===== src/sv/rlcr_pkg.sv =====
// rlcr_pkg: shared types and constants for the rectangle list clip region
// no dependencies; imported by the front, back and top level modules
`default_nettype none

package rlcr_pkg;

  // mode field and read index widths are fixed by the item format
  localparam int MODE_W = 3;
  localparam int IDX_W  = 6;

  // operation codes, in the order of the mode field
  typedef enum logic [MODE_W-1:0] {
    OP_CLEAR     = 3'd0,
    OP_ASSIGN    = 3'd1,
    OP_INCLUDE   = 3'd2,
    OP_EXCLUDE   = 3'd3,
    OP_INTERSECT = 3'd4,
    OP_OVERLAP   = 3'd5,
    OP_POINT     = 3'd6,
    OP_READ      = 3'd7
  } op_t;

endpackage

`default_nettype wire


===== src/sv/rlcr_front.sv =====
// rlcr_front: accepts input transactions, decodes the operation and queues them
// depends on rlcr_pkg
`default_nettype none

module rlcr_front import rlcr_pkg::*; #(
  parameter int CW = 16,
  localparam int EW = MODE_W + 6 * CW + IDX_W
) (
  input  wire logic              clk,
  input  wire logic              rst,
  input  wire logic              item_valid,
  output logic                   item_stall,
  input  wire logic [MODE_W-1:0] mode,
  input  wire logic [CW-1:0]     rect_left,
  input  wire logic [CW-1:0]     rect_top,
  input  wire logic [CW-1:0]     rect_right,
  input  wire logic [CW-1:0]     rect_bottom,
  input  wire logic [CW-1:0]     point_x,
  input  wire logic [CW-1:0]     point_y,
  input  wire logic [IDX_W-1:0]  read_index,
  output logic                   q_valid,
  output logic [EW-1:0]          q_data,
  input  wire logic              q_pop
);

  typedef struct packed {
    op_t              op;
    logic [CW-1:0]    l;
    logic [CW-1:0]    t;
    logic [CW-1:0]    r;
    logic [CW-1:0]    b;
    logic [CW-1:0]    px;
    logic [CW-1:0]    py;
    logic [IDX_W-1:0] idx;
  } q_entry_t;

  q_entry_t   ent [2];
  q_entry_t   in_ent;
  logic       wp;
  logic       rp;
  logic [1:0] cnt;
  logic       push;

  // classify: mode becomes an operation code, unused coordinates are zeroed, read_index always passes
  always_comb begin
    in_ent     = '0;
    in_ent.op  = op_t'(mode);
    in_ent.idx = read_index;
    case (op_t'(mode))
      OP_POINT: begin
        in_ent.px = point_x;
        in_ent.py = point_y;
      end
      OP_CLEAR, OP_READ: begin
      end
      default: begin
        in_ent.l = rect_left;
        in_ent.t = rect_top;
        in_ent.r = rect_right;
        in_ent.b = rect_bottom;
      end
    endcase
  end

  assign item_stall = (cnt == 2'd2);
  assign push       = item_valid && !item_stall;
  assign q_valid    = (cnt != 2'd0);
  assign q_data     = EW'(ent[rp]);

  // two entry queue towards the back end
  always_ff @(posedge clk) begin
    if (rst) begin
      wp  <= 1'b0;
      rp  <= 1'b0;
      cnt <= 2'd0;
    end else begin
      if (push) begin
        ent[wp] <= in_ent;
        wp      <= ~wp;
      end
      if (q_pop) begin
        rp <= ~rp;
      end
      cnt <= cnt + 2'(push) - 2'(q_pop);
    end
  end

endmodule

`default_nettype wire


===== config.mk =====
export PLATFORM = sky130hd
export DESIGN_NAME = rlcr_front
export DESIGN_NICKNAME = d
export VERILOG_FILES = /design/src/sv/rlcr_pkg.sv /design/src/sv/rlcr_front.sv
export SDC_FILE = /design/constraint.sdc
export NUM_CORES = 1
export LEC_CHECK = 0
export ABC_AREA = 1
export BUFFER_PORTS_ARGS = -buffer_cell sky130_fd_sc_hd__buf_2
export CORE_MARGIN = 1
export CORE_UTILIZATION = 58
export CTS_CLUSTER_SIZE = 12
export DETAILED_ROUTE_END_ITERATION = 6
export GPL_ROUTABILITY_DRIVEN = 0
export PLACE_DENSITY = 0.86
export RECOVER_POWER = 50
export REMOVE_ABC_BUFFERS = 1
export SKIP_LAST_GASP = 1
export SYNTH_ARGS = -nofsm -noshare
export SYNTH_HDL_FRONTEND = slang
export SYNTH_SLANG_ARGS = --single-unit

===== constraint.sdc =====
create_clock -name clk -period 12.3 [get_ports clk]
set_input_delay 1.845 -clock clk [delete_from_list [all_inputs] [get_ports clk]]
set_output_delay 1.845 -clock clk [all_outputs]
set_load 0.05 [all_outputs]

==> impl_results.md <==
* Hold buffer count at cts at 0
* Net count reported at finish at 903
* IO Count at 216
* Number of clock sinks at 215
* Adder and majority gate portion of the synthesized area at 0.281%
* Count of final max-slew check failures at 100
* Yosys Warn Count at 0
* RSZ-0062 raised after global routing: no
* Fraction of the mapped netlist area in simple logic gates at 4.86%
* Sequential cell area fraction in the yosys report at 72.0%
* Minimum clock period at 5430 ps
* Library cells used by synthesis at 19
* Final instance count without filler cells at 989
* Timing-limited maximum frequency at 184 MHz
* CP max FO at 56
* Hpwl dp at 10800 um
* Transition time at the pin with the least slew margin at 2930 ps
* Number of global-route vias before repair at 5323
* Worst Setup Start Kind: input port
* CP endpoint kind: register
* Leakage Power at 4.52 nW
* Number of buffers inserted during clock tree synthesis at 22
* Power density cells at 168 nW/um2
* Netlist area before placement at 8900 um2
* Total inserted antenna cells at 0
* Combinational family with the most area after synthesis: multiplexers
* Pin count of the biggest net entering global routing at 78
* Type of the worst setup path: input port to register
* Clk Latency, worst-skew pair at 490 ps
* Compound-gate portion of the synthesized area at 0.351%
* Final-report hold violation count at 0
* TNS Setup at 0 ps
* Layout Skew at 8.92 ps
* Width of the die at 126 um
* Core box area at 14800 um2
* Status: finished with violations
* CTS H-Tree Depth at 1
* Remaining global-route overflow at 0
* Type of the worst min-delay path: register to register
* Floorplan die height at 126 um
* Syn Area/Cell at 15.7 um2
* Root buffer selected by CTS: sky130_fd_sc_hd__clkbuf_16
* Average wire per cell in the routed design at 16.8 um
* Placed Cells incl. Taps at 952
* Portion of netlist area occupied by mux cells at 15.4%
* Critical path arrival at 5540 ps
* First-pass GRT wire length at 26200 um
* Antenna-violating nets left at 0
* Initial antenna violation count at 0
* IO buf count at 215
* Max-cap check violation count at 3
* Post-CTS clock slew at the launch and capture registers of the worst setup and hold paths at 60 ps
* Initial cell density of the core at 60.3%
* Final wirelength at 16600 um
* P&R area growth vs syn at 19.3%
* Cells after synthesis at 568
* DRC violations left at 0
* Setup slack of the most critical reg-to-reg path at 7980 ps
* Total number of vias at 4964
* Count of state elements after synthesis at 215
* Share of cells above drive strength 1 at 42.4%
* Via density per instance at 5.02
* Post-route fraction of the period consumed by the critical path at 44.1%
* Max Root-Sink Buffers at 3
* Setup Viol. Count Final at 0
* Total number of placement rows at 44
* Worst endpoint required time at 12410 ps
* PostCTS Resize Cnt at 0
* TritonCTS clock tree: done
* Worst voltage drop across the vdd grid at 0.155 mV
* Violated checks: capacitance limit, slew limit
* Post CTS Setup Buffer Count at 0
* Slew headroom at -95.6%
* Number of enable-type register cells in the synthesized netlist at 210
* TritonRoute pass-1 iters at 4
* Global-route total usage across every layer at 21.2%
* Post-synth ARST share at 0%
* Number of DRC markers after the initial detailed-route iteration at 381
* Die outline area at 15800 um2
* Most instantiated flip-flop cell in the synthesis netlist: sky130_fd_sc_hd__edfxtp_1
* Post-Synth XOR/XNOR Area at 0.0984%
-- per-stage QoR --
stage	power [mW]	worst slack [ps]	utilization [%]	hold WS [ps]	cell area, um2
3_5_place_dp	1.21	8040	68.0	520	10000
5_1_grt	1.85	6510	72.0	576	10600
2_1_floorplan	1.14	5400	-	479	8670
4_1_cts	1.80	7580	72.3	535	10700
3_3_place_gp	1.20	8110	68.0	503	10000
6_report	1.78	6870	72.0	529	10600
-- worst max-delay path, cell delays in order --
cell and delay [ps]:
sky130_fd_sc_hd__clkbuf_1 120, sky130_fd_sc_hd__inv_1 90, sky130_fd_sc_hd__nand2_1 70, sky130_fd_sc_hd__nor2_1 1130
sky130_fd_sc_hd__clkbuf_1 1440, sky130_fd_sc_hd__buf_4 810
-- cells by family (layout without fill, tap and decap cells) --
family          after synthesis  after routing
flops                       215            215
buf+inv                     127            364
simple gates                114            114
mux                         105            105
compound gates                4              4
fa+ha+maj                     2              2
xor+xnor                      1              1
-- placed cells by master, fill, tap and decap left out --
| cell | synthesis | final |
|---|---|---|
| sky130_fd_sc_hd__o21ai_0 | 2 | 3 |
| sky130_fd_sc_hd__mux2_2 | 55 | 55 |
| sky130_fd_sc_hd__ha_1 | 2 | 2 |
| sky130_fd_sc_hd__dfxtp_1 | 5 | 4 |
| sky130_fd_sc_hd__or2_2 | 1 | 1 |
| sky130_fd_sc_hd__inv_1 | 106 | 105 |
| sky130_fd_sc_hd__edfxtp_1 | 210 | 210 |
| sky130_fd_sc_hd__clkinv_1 | 0 | 2 |
| sky130_fd_sc_hd__clkbuf_16 | 0 | 23 |
| sky130_fd_sc_hd__dfxtp_4 | 0 | 1 |
| sky130_fd_sc_hd__buf_2 | 5 | 207 |
| sky130_fd_sc_hd__a21oi_1 | 1 | 1 |
| sky130_fd_sc_hd__buf_4 | 0 | 3 |
| sky130_fd_sc_hd__nand3_1 | 2 | 2 |
| sky130_fd_sc_hd__nor2_1 | 104 | 104 |
| sky130_fd_sc_hd__nand2_1 | 7 | 7 |
| sky130_fd_sc_hd__mux2_4 | 50 | 50 |
| sky130_fd_sc_hd__xnor2_1 | 1 | 1 |
| sky130_fd_sc_hd__clkbuf_1 | 3 | 23 |
| sky130_fd_sc_hd__clkinvlp_2 | 0 | 1 |
-- power breakdown --
group          internal, mW  total (mW)  switching (mW)  leakage [nW]
Clock                 0.343       0.591           0.248         0.301
Sequential            0.854       0.871          0.0162          1.98
Combinational        0.0973       0.323           0.226          2.23
-- final timing paths --
| check | start | end | depth (start not counted) |
|---|---|---|---|
| hold / removal | rp$_SDFFE_PP0P_ | rp$_SDFFE_PP0P_ | 2 |
| setup reg to reg | cnt[0]$_SDFF_PP0_ | ent[1][84]$_DFFE_PP_ | 4 |
| setup / recovery | rst | ent[1][84]$_DFFE_PP_ | 6 |
| hold reg to reg | rp$_SDFFE_PP0P_ | rp$_SDFFE_PP0P_ | 2 |
-- cell usage after synthesis (2+ instances only) --
library cell               count  share of area [%]
sky130_fd_sc_hd__buf_6         7               0.89
sky130_fd_sc_hd__buf_12        5                1.1
sky130_fd_sc_hd__clkbuf_1      3               0.13
sky130_fd_sc_hd__dfxtp_1       5                1.1
sky130_fd_sc_hd__nor2_1      104                4.4
sky130_fd_sc_hd__ha_1          2               0.28
sky130_fd_sc_hd__mux2_4       50                8.4
sky130_fd_sc_hd__nand3_1       2               0.11
sky130_fd_sc_hd__inv_1       106                4.5
sky130_fd_sc_hd__nand2_1       7               0.30
sky130_fd_sc_hd__buf_2         5               0.28
sky130_fd_sc_hd__mux2_2       55                7.0
sky130_fd_sc_hd__o21ai_0       2               0.11
sky130_fd_sc_hd__edfxtp_1    210                 71
-- area by class of cell --
type	instances	area [um2]
clock inverters	2	7.51
well taps	184	230
repair buffers	221	1100
multi-input cells	226	1860
fillers	982	4130
clock buffers	35	621
inverters	106	399
flip-flops and latches	215	6410
-- layer usage --
layer	GRT usage, %	up-vias	wire length (um)
met5	0	-	0
met4	5.95	0	287
met3	5.35	28	1390
met2	37.6	209	8200
met1	25.7	2352	6730
li1	-	2375	-
-- state kept, by name, summed over array words and instances (netlist names), named ones only --
name and flops:
cnt 2, ent 210, rp 1, wp 1
Power figures use the tool's default switching activity.
